==> config.mk <==
export PLATFORM = sky130hd
export DESIGN_NAME = ordered_list_search_delete
export DESIGN_NICKNAME = d
export VERILOG_FILES = /design/src/rtl/core/olsd_pkg.sv /design/src/rtl/core/olsd_ram.sv /design/src/rtl/core/ordered_list_search_delete.sv
export SDC_FILE = /design/constraint.sdc
export NUM_CORES = 1
export LEC_CHECK = 0
export ABC_AREA = 0
export BUFFER_PORTS_ARGS = -buffer_cell sky130_fd_sc_hd__buf_2
export CAP_MARGIN = 10
export CORE_MARGIN = 2
export CORE_UTILIZATION = 60
export DETAILED_ROUTE_END_ITERATION = 8
export PLACE_DENSITY = 0.81
export RECOVER_POWER = 50
export SETUP_SLACK_MARGIN = 0.05
export SYNTH_ARGS = -nofsm -noshare
export SYNTH_HDL_FRONTEND = slang
export SYNTH_HIERARCHICAL = 1
export SYNTH_SLANG_ARGS = --single-unit
==> constraint.sdc <==
create_clock -name clk -period 6.2 [get_ports clk]
set_clock_uncertainty 0.1 [all_clocks]
set_input_delay 0 -clock clk [delete_from_list [all_inputs] [get_ports clk]]
set_output_delay 0 -clock clk [all_outputs]
set_load 0.01 [all_outputs]
==> src/rtl/core/olsd_pkg.sv <==
// Shared types, constants and helpers for the ordered list search/delete block.
// No dependencies.
package olsd_pkg;

  localparam int CAPACITY = 16;
  localparam int ADDR_W   = $clog2(CAPACITY);
  localparam int CNT_W    = $clog2(CAPACITY + 1);
  localparam int DATA_W   = 32;
  localparam int POS_W    = 4;

  localparam logic [1:0] MODE_APPEND  = 2'd0;
  localparam logic [1:0] MODE_PREPEND = 2'd1;
  localparam logic [1:0] MODE_SEARCH  = 2'd2;
  localparam logic [1:0] MODE_DELETE  = 2'd3;

  localparam logic [1:0] STAT_OK        = 2'd0;
  localparam logic [1:0] STAT_NOT_FOUND = 2'd1;
  localparam logic [1:0] STAT_FULL      = 2'd2;

  typedef enum logic [2:0] {
    ST_IDLE,
    ST_START,
    ST_SCAN,
    ST_SHIFT,
    ST_RESULT
  } state_t;

  // Next slot around the ring.
  function automatic logic [ADDR_W-1:0] slot_inc(input logic [ADDR_W-1:0] s);
    if (s == ADDR_W'(CAPACITY - 1)) begin
      return '0;
    end
    return s + ADDR_W'(1);
  endfunction

  // Previous slot around the ring.
  function automatic logic [ADDR_W-1:0] slot_dec(input logic [ADDR_W-1:0] s);
    if (s == '0) begin
      return ADDR_W'(CAPACITY - 1);
    end
    return s - ADDR_W'(1);
  endfunction

  // Slot of the entry just past the tail; both operands stay below CAPACITY.
  function automatic logic [ADDR_W-1:0] slot_add(input logic [ADDR_W-1:0] s,
                                                 input logic [CNT_W-1:0]  n);
    logic [CNT_W:0] sum;
    sum = {1'b0, CNT_W'(s)} + {1'b0, n};
    if (sum >= (CNT_W + 1)'(CAPACITY)) begin
      sum = sum - (CNT_W + 1)'(CAPACITY);
    end
    return sum[ADDR_W-1:0];
  endfunction

endpackage

==> src/rtl/core/olsd_ram.sv <==
// Generic single-write, single-read synchronous RAM with registered read data.
// No dependencies.
module olsd_ram #(
  parameter int WIDTH = 32,
  parameter int DEPTH = 16,
  parameter int AW    = $clog2(DEPTH)
) (
  input  logic             clk,
  input  logic             we,
  input  logic [AW-1:0]    waddr,
  input  logic [WIDTH-1:0] wdata,
  input  logic [AW-1:0]    raddr,
  output logic [WIDTH-1:0] rdata
);

  logic [WIDTH-1:0] mem [DEPTH];

  always_ff @(posedge clk) begin
    if (we) begin
      mem[waddr] <= wdata;
    end
    rdata <= mem[raddr];
  end

endmodule

==> src/rtl/core/ordered_list_search_delete.sv <==
// Ordered list of signed values kept as a ring in one RAM; append, prepend,
// search and delete-first-match, one result beat per command beat.
// Depends on olsd_pkg and olsd_ram.
//
//   channel | beat contents                 | handshake
//   in      | mode, value                   | in_valid / in_stall
//   out     | status, position, list_empty  | out_valid / out_stall
//
// Append and prepend pass from accept through ST_START and ST_RESULT to the result register.
// Search walks the list one entry per cycle through the RAM read port,
// from the head until it finds a match or reaches the last entry.
// Delete walks to the match, then moves each later entry one slot toward
// the head, one read and one write per cycle.
// Reset empties the list; no RAM clearing is needed.
// A new command is taken while a finished result still waits on out_stall.
module ordered_list_search_delete (
  input  logic                clk,
  input  logic                rst,
  input  logic                in_valid,
  output logic                in_stall,
  input  logic [1:0]          mode,
  input  logic signed [31:0]  value,
  output logic                out_valid,
  input  logic                out_stall,
  output logic [1:0]          status,
  output logic [3:0]          position,
  output logic                list_empty
);
  import olsd_pkg::*;

  state_t              state, state_next;
  logic [1:0]          cmd_mode;
  logic [DATA_W-1:0]   cmd_value;
  logic [CNT_W-1:0]    count, count_next;
  logic [ADDR_W-1:0]   first, first_next;
  logic [CNT_W-1:0]    pos, pos_next;
  logic [ADDR_W-1:0]   slot, slot_next;
  logic [1:0]          res_status, res_status_next;
  logic [POS_W-1:0]    res_pos, res_pos_next;

  logic                ram_we;
  logic [ADDR_W-1:0]   ram_waddr;
  logic [DATA_W-1:0]   ram_wdata;
  logic [ADDR_W-1:0]   ram_raddr;
  logic [DATA_W-1:0]   ram_rdata;

  logic                in_fire;
  logic                out_free;
  logic                is_full;
  logic                is_match;
  logic                is_last;

  assign in_fire  = in_valid && !in_stall;
  assign in_stall = (state != ST_IDLE);
  assign out_free = !out_valid || !out_stall;
  assign is_full  = (count == CNT_W'(CAPACITY));
  assign is_match = (ram_rdata == cmd_value);
  assign is_last  = ((pos + CNT_W'(1)) >= count);

  olsd_ram #(
    .WIDTH (DATA_W),
    .DEPTH (CAPACITY)
  ) u_store (
    .clk   (clk),
    .we    (ram_we),
    .waddr (ram_waddr),
    .wdata (ram_wdata),
    .raddr (ram_raddr),
    .rdata (ram_rdata)
  );

  // next state
  always_comb begin
    state_next = state;
    case (state)
      ST_IDLE: begin
        if (in_fire) begin
          state_next = ST_START;
        end
      end
      ST_START: begin
        if ((cmd_mode == MODE_SEARCH || cmd_mode == MODE_DELETE) && count != '0) begin
          state_next = ST_SCAN;
        end else begin
          state_next = ST_RESULT;
        end
      end
      ST_SCAN: begin
        if (is_match && cmd_mode == MODE_DELETE) begin
          state_next = ST_SHIFT;
        end else if (is_match || is_last) begin
          state_next = ST_RESULT;
        end
      end
      ST_SHIFT: begin
        if (is_last) begin
          state_next = ST_RESULT;
        end
      end
      ST_RESULT: begin
        if (out_free) begin
          state_next = ST_IDLE;
        end
      end
      default: state_next = ST_IDLE;
    endcase
  end

  // datapath and RAM control
  always_comb begin
    count_next      = count;
    first_next      = first;
    pos_next        = pos;
    slot_next       = slot;
    res_status_next = res_status;
    res_pos_next    = res_pos;
    ram_we          = 1'b0;
    ram_waddr       = slot;
    ram_wdata       = ram_rdata;
    ram_raddr       = slot_inc(slot);
    case (state)
      ST_START: begin
        res_status_next = STAT_OK;
        res_pos_next    = '0;
        pos_next        = '0;
        slot_next       = first;
        ram_raddr       = first;
        case (cmd_mode)
          MODE_APPEND: begin
            if (is_full) begin
              res_status_next = STAT_FULL;
            end else begin
              ram_we     = 1'b1;
              ram_waddr  = slot_add(first, count);
              ram_wdata  = cmd_value;
              count_next = count + CNT_W'(1);
            end
          end
          MODE_PREPEND: begin
            if (is_full) begin
              res_status_next = STAT_FULL;
            end else begin
              ram_we     = 1'b1;
              ram_waddr  = slot_dec(first);
              ram_wdata  = cmd_value;
              first_next = slot_dec(first);
              count_next = count + CNT_W'(1);
            end
          end
          default: begin
            if (count == '0) begin
              res_status_next = STAT_NOT_FOUND;
            end
          end
        endcase
      end
      ST_SCAN: begin
        // read data belongs to slot; the next slot is fetched speculatively
        if (is_match) begin
          if (cmd_mode == MODE_SEARCH) begin
            res_pos_next = POS_W'(pos);
          end
        end else if (is_last) begin
          res_status_next = STAT_NOT_FOUND;
        end else begin
          pos_next  = pos + CNT_W'(1);
          slot_next = slot_inc(slot);
        end
      end
      ST_SHIFT: begin
        // read data is the entry after slot; pull it one place toward the head
        if (is_last) begin
          count_next = count - CNT_W'(1);
          if (count == CNT_W'(1)) begin
            first_next = '0;
          end
        end else begin
          ram_we    = 1'b1;
          ram_waddr = slot;
          ram_wdata = ram_rdata;
          ram_raddr = slot_inc(slot_inc(slot));
          pos_next  = pos + CNT_W'(1);
          slot_next = slot_inc(slot);
        end
      end
      default: begin
      end
    endcase
  end

  always_ff @(posedge clk) begin
    if (rst) begin
      state     <= ST_IDLE;
      count     <= '0;
      first     <= '0;
      out_valid <= 1'b0;
    end else begin
      state <= state_next;
      count <= count_next;
      first <= first_next;
      if (state == ST_RESULT && out_free) begin
        out_valid <= 1'b1;
      end else if (!out_stall) begin
        out_valid <= 1'b0;
      end
    end
  end

  always_ff @(posedge clk) begin
    if (in_fire) begin
      cmd_mode  <= mode;
      cmd_value <= $unsigned(value);
    end
    pos        <= pos_next;
    slot       <= slot_next;
    res_status <= res_status_next;
    res_pos    <= res_pos_next;
    if (state == ST_RESULT && out_free) begin
      status     <= res_status;
      position   <= res_pos;
      list_empty <= (count == '0);
    end
  end

`ifndef SYNTH
  a_count_bound: assert property (@(posedge clk) disable iff (rst)
    count <= CNT_W'(CAPACITY))
    else $error("entry count exceeds capacity");

  a_first_bound: assert property (@(posedge clk) disable iff (rst)
    first <= ADDR_W'(CAPACITY - 1))
    else $error("head slot out of range");

  a_full_status: assert property (@(posedge clk) disable iff (rst)
    (state == ST_RESULT && res_status == STAT_FULL) |-> is_full)
    else $error("full reported on a list with room");

  a_accept_start: assert property (@(posedge clk) disable iff (rst)
    in_fire |=> state == ST_START)
    else $error("accepted command did not start");

  a_result_load: assert property (@(posedge clk) disable iff (rst)
    (state == ST_RESULT && out_free) |=> (out_valid && state == ST_IDLE))
    else $error("result not loaded into output register");
`endif

endmodule
==> run metrics <==
run status complete, but fails checks; failing checks capacitance limit, slew limit; Max Slew Vio Count 27; syn_area_per_cell 18.8 um^2; clock latency on the worst-skew pair 0.62 ns; I/O Pins 47; Fmax 204 MHz; post-route cell area 27100 um^2; top cell type's share of synthesized area 71.5%; sw power 2.26 mW; die area 41400 um^2; slowest CP cell nor2_4; Hold Crit Start value[27]; sequential-to-total area share from yosys stat 75.3%; Worst Setup End Kind flop; Clock power frac 35.4%; Synth Area in Adders 0.871%; final setup violation count 0; Compound-Gate Fraction of Synth Area 4.08%; crit-path leading delay family simple AND/OR/NAND/NOR gates; leakage 8.97 nW; relative slew slack -27.9%; FF-to-FF Start state[0]$_SDFFE_PP0P_; number of synthesized flops with an enable pin 568; register bit total from synthesis 613; DRT antenna net count 0; max_cap viols 1; Crit path largest cell delay 1.09 ns; Worst-path clk slew 0.06 ns; CP Launch Type flop; crit path launch state[0]$_SDFFE_PP0P_; dpl cell area 24800 um^2; Clock Path Buffers 3; main combinational cell family by area after synthesis multiplexers; largest net degree at the start of global routing 97; Synth area leaders edfxtp_1 (72%), mux4_2 (12%), dfxtp_1 (3.8%), nand2_1 (2.5%), a22oi_1 (2.0%); switching share of power 24.2%; count leader, synth edfxtp_1; fraction of layout instances using a drive strength above 1 19.6%; grt ovf 0; Post-synth top flop edfxtp_1; post-synth net total 1320; Area Growth Syn to Fin 13.8%; VDD IR max 283 uV; YS warnings 6; H-tree levels 2; CTS tree done; Pre-Repair DR Iteration Count 6; GRT Util Overall 26.1%; worst path arrival time 5.02 ns; vias in the first global route 12700; utilization after layout 68.8%; HPWL after detailed placement 29800 um; crit-path max FO 39; initial core utilization 60.5%; average vias per placed instance 6.40; CORE AREA 39500 um^2; multiplexer share of the synthesized area 12.2%; Int Power 7.06 mW; initial antenna violation count 0; Post-route DRC 0; FFs w/ async S/R, synth 0%; Cells after Synth 1266; CTS Sinks 613; Post-Synth Simple-Gate Area 4.44%; top cells by count, synth edfxtp_1 (568), nand2_1 (156), mux4_2 (128); worst path buffer plus inverter count 0; Pwr Density 343 nW/um^2; n_diodes 0; mapped cell area 23900 um^2; Tcrit/Tclk final 79.0%; Vias 12500; WL final 52300 um; Final #Nets 1443; first-pass GRT wire length 78500 um; DR iter-0 viols 1424; setup_tns 0 ns; Fillers 2404; xor/xnor share of the synthesized area 1.65%; Sequential Power Share 53.2%; RePlAce Congestion 0.834; port bufs 46; Required @ worst endpoint 6.32 ns; Crit Path Class reg -> reg; die span in y 203 um; actual slew at the worst max-slew pin 1.92 ns; hold violation total from the final report 0; CTS Buf Count 57; Hold/Removal Path Class in -> reg; Yosys top cell by area edfxtp_1; Die Wd 203 um; unrepaired setup endpoints after global routing no; DR WL/cell 26.7 um; fin crit period 4.90 ns; Row Count 73; worst-path cell chain nand2b_1 -> nor2_1 -> nand2_2 -> o21ai_0 -> nand2_1 -> nor2_4; root buf cell clkbuf_16; combinational fraction of design power 11.4%; Cell variety after synth 49
[metal layers]
layer	wire length [um]	part of all wire, %	global-route usage [%]	vias up
met1	19500	37	34.3	6427
li1	-	-	-	5324
met5	0	0	0	-
met3	4400	8.4	5.34	133
met2	26200	50	42.8	663
met4	2180	4.2	11.5	0
[timing repair]
item | in CTS | in global routing
hold buffers | 63 | 0
buffers inserted | 0 | 0
resized for setup | 0 | 0
endpoints found under the hold margin | 62 | 0
[placed cells by master (no fill, tap or decap), types with 3 or more instances in the layout]
cell           Yosys  layout
o31ai_1            3       3
edfxtp_1         568     568
and3_1             4       4
nand2_1          156     155
clkbuf_1          32      34
nor2_1            33      20
mux2i_1            3       3
buf_2             10      31
o22ai_1            3       3
buf_4             11      13
nor4_1            10      10
clkinv_2           0      11
clkbuf_16          0      57
a31oi_1            5       6
nand3b_1           5       5
ha_1              15      15
inv_1             11      11
nand4_1            3       3
buf_12             0       4
dfxtp_1           45      45
clkinvlp_4         0       3
mux4_2           128     128
xnor2_1            8       8
nand3_1           12      12
dlygate4sd3_1      0      63
nor2_4             0      13
bufinv_16          0       3
a21oi_1           24      23
o21ai_0           20      20
xor2_1            37      37
or3_1              5       5
a22oi_1           64      64
nand2b_1           5       5
clkinv_1           0      10
a21o_1             7       7
nor3_2             0       4
[power by group through the flow]
stage               Sequential, mW  Combinational, mW  Clock (mW)
finish                        4.95               1.07        3.30
floorplan                     5.00              0.683           0
detailed placement            5.04               1.03           0
CTS                           4.95               1.07        3.33
global placement              5.03              0.985           0
global route                  4.96               1.15        3.49
[final cells by class]
type                       instances  area, um^2  share of cell area (%)
inverter                          11        41.3                   0.152
timing repair buffer             128        1030                    3.79
tap                              525         657                    2.42
clock inverter                    31         255                   0.941
clock buffer                      75        1500                    5.54
multi-input combinational        578        5700                    21.0
sequential                       613       18000                    66.2
[path summary, 6_finish.rpt]
path,endpoint,depth (start not counted),slack (ns)
max,u_store/mem[15][22]$_DFFE_PP_,6,1.30
min,cmd_value[27]$_DFFE_PP_,2,0.02
max reg2reg,u_store/mem[15][22]$_DFFE_PP_,6,1.30
min reg2reg,status[1]$_DFFE_PP_,0,0.32
[worst reg2reg max path, cell delays in order, from the launching register on]
cell and delay [ns]:
dfxtp_1 0.54, nand2b_1 0.27, nor2_1 0.41, nand2_2 0.65
o21ai_0 0.96, nand2_1 0.46, nor2_4 1.09
[logic make-up after synthesis]
kind of cell / Yosys count
flops: 613
simple gates: 246
compound gates: 140
mux: 131
buf+inv: 75
xor+xnor: 45
fa+ha+maj: 16
[state kept, by name, summed over array words and instances, names as in the netlist]
register and flops:
res_pos 4, pos 5, res_status 2, list_empty 1, state 3, status 2
cmd_mode 2, u_store/rdata 32, cmd_value 32, out_valid 1, count 5, slot 4
first 4, position 4, u_store/mem 512
[stage by stage]
step                      std cells  power [mW]  setup WS, ns  hold slack (ns)
after global placement         1790        6.01          1.61           0.0793
after detailed placement       1790        6.07          1.35           0.0781
after CTS                      1959        9.35          1.30          0.00312
after floorplan                1266        5.68         0.916          -0.0279
after global routing           1961        9.60         0.940           0.0129
final                          1961        9.32          1.30           0.0184
Note: power is estimated with default switching activity, not from simulation.
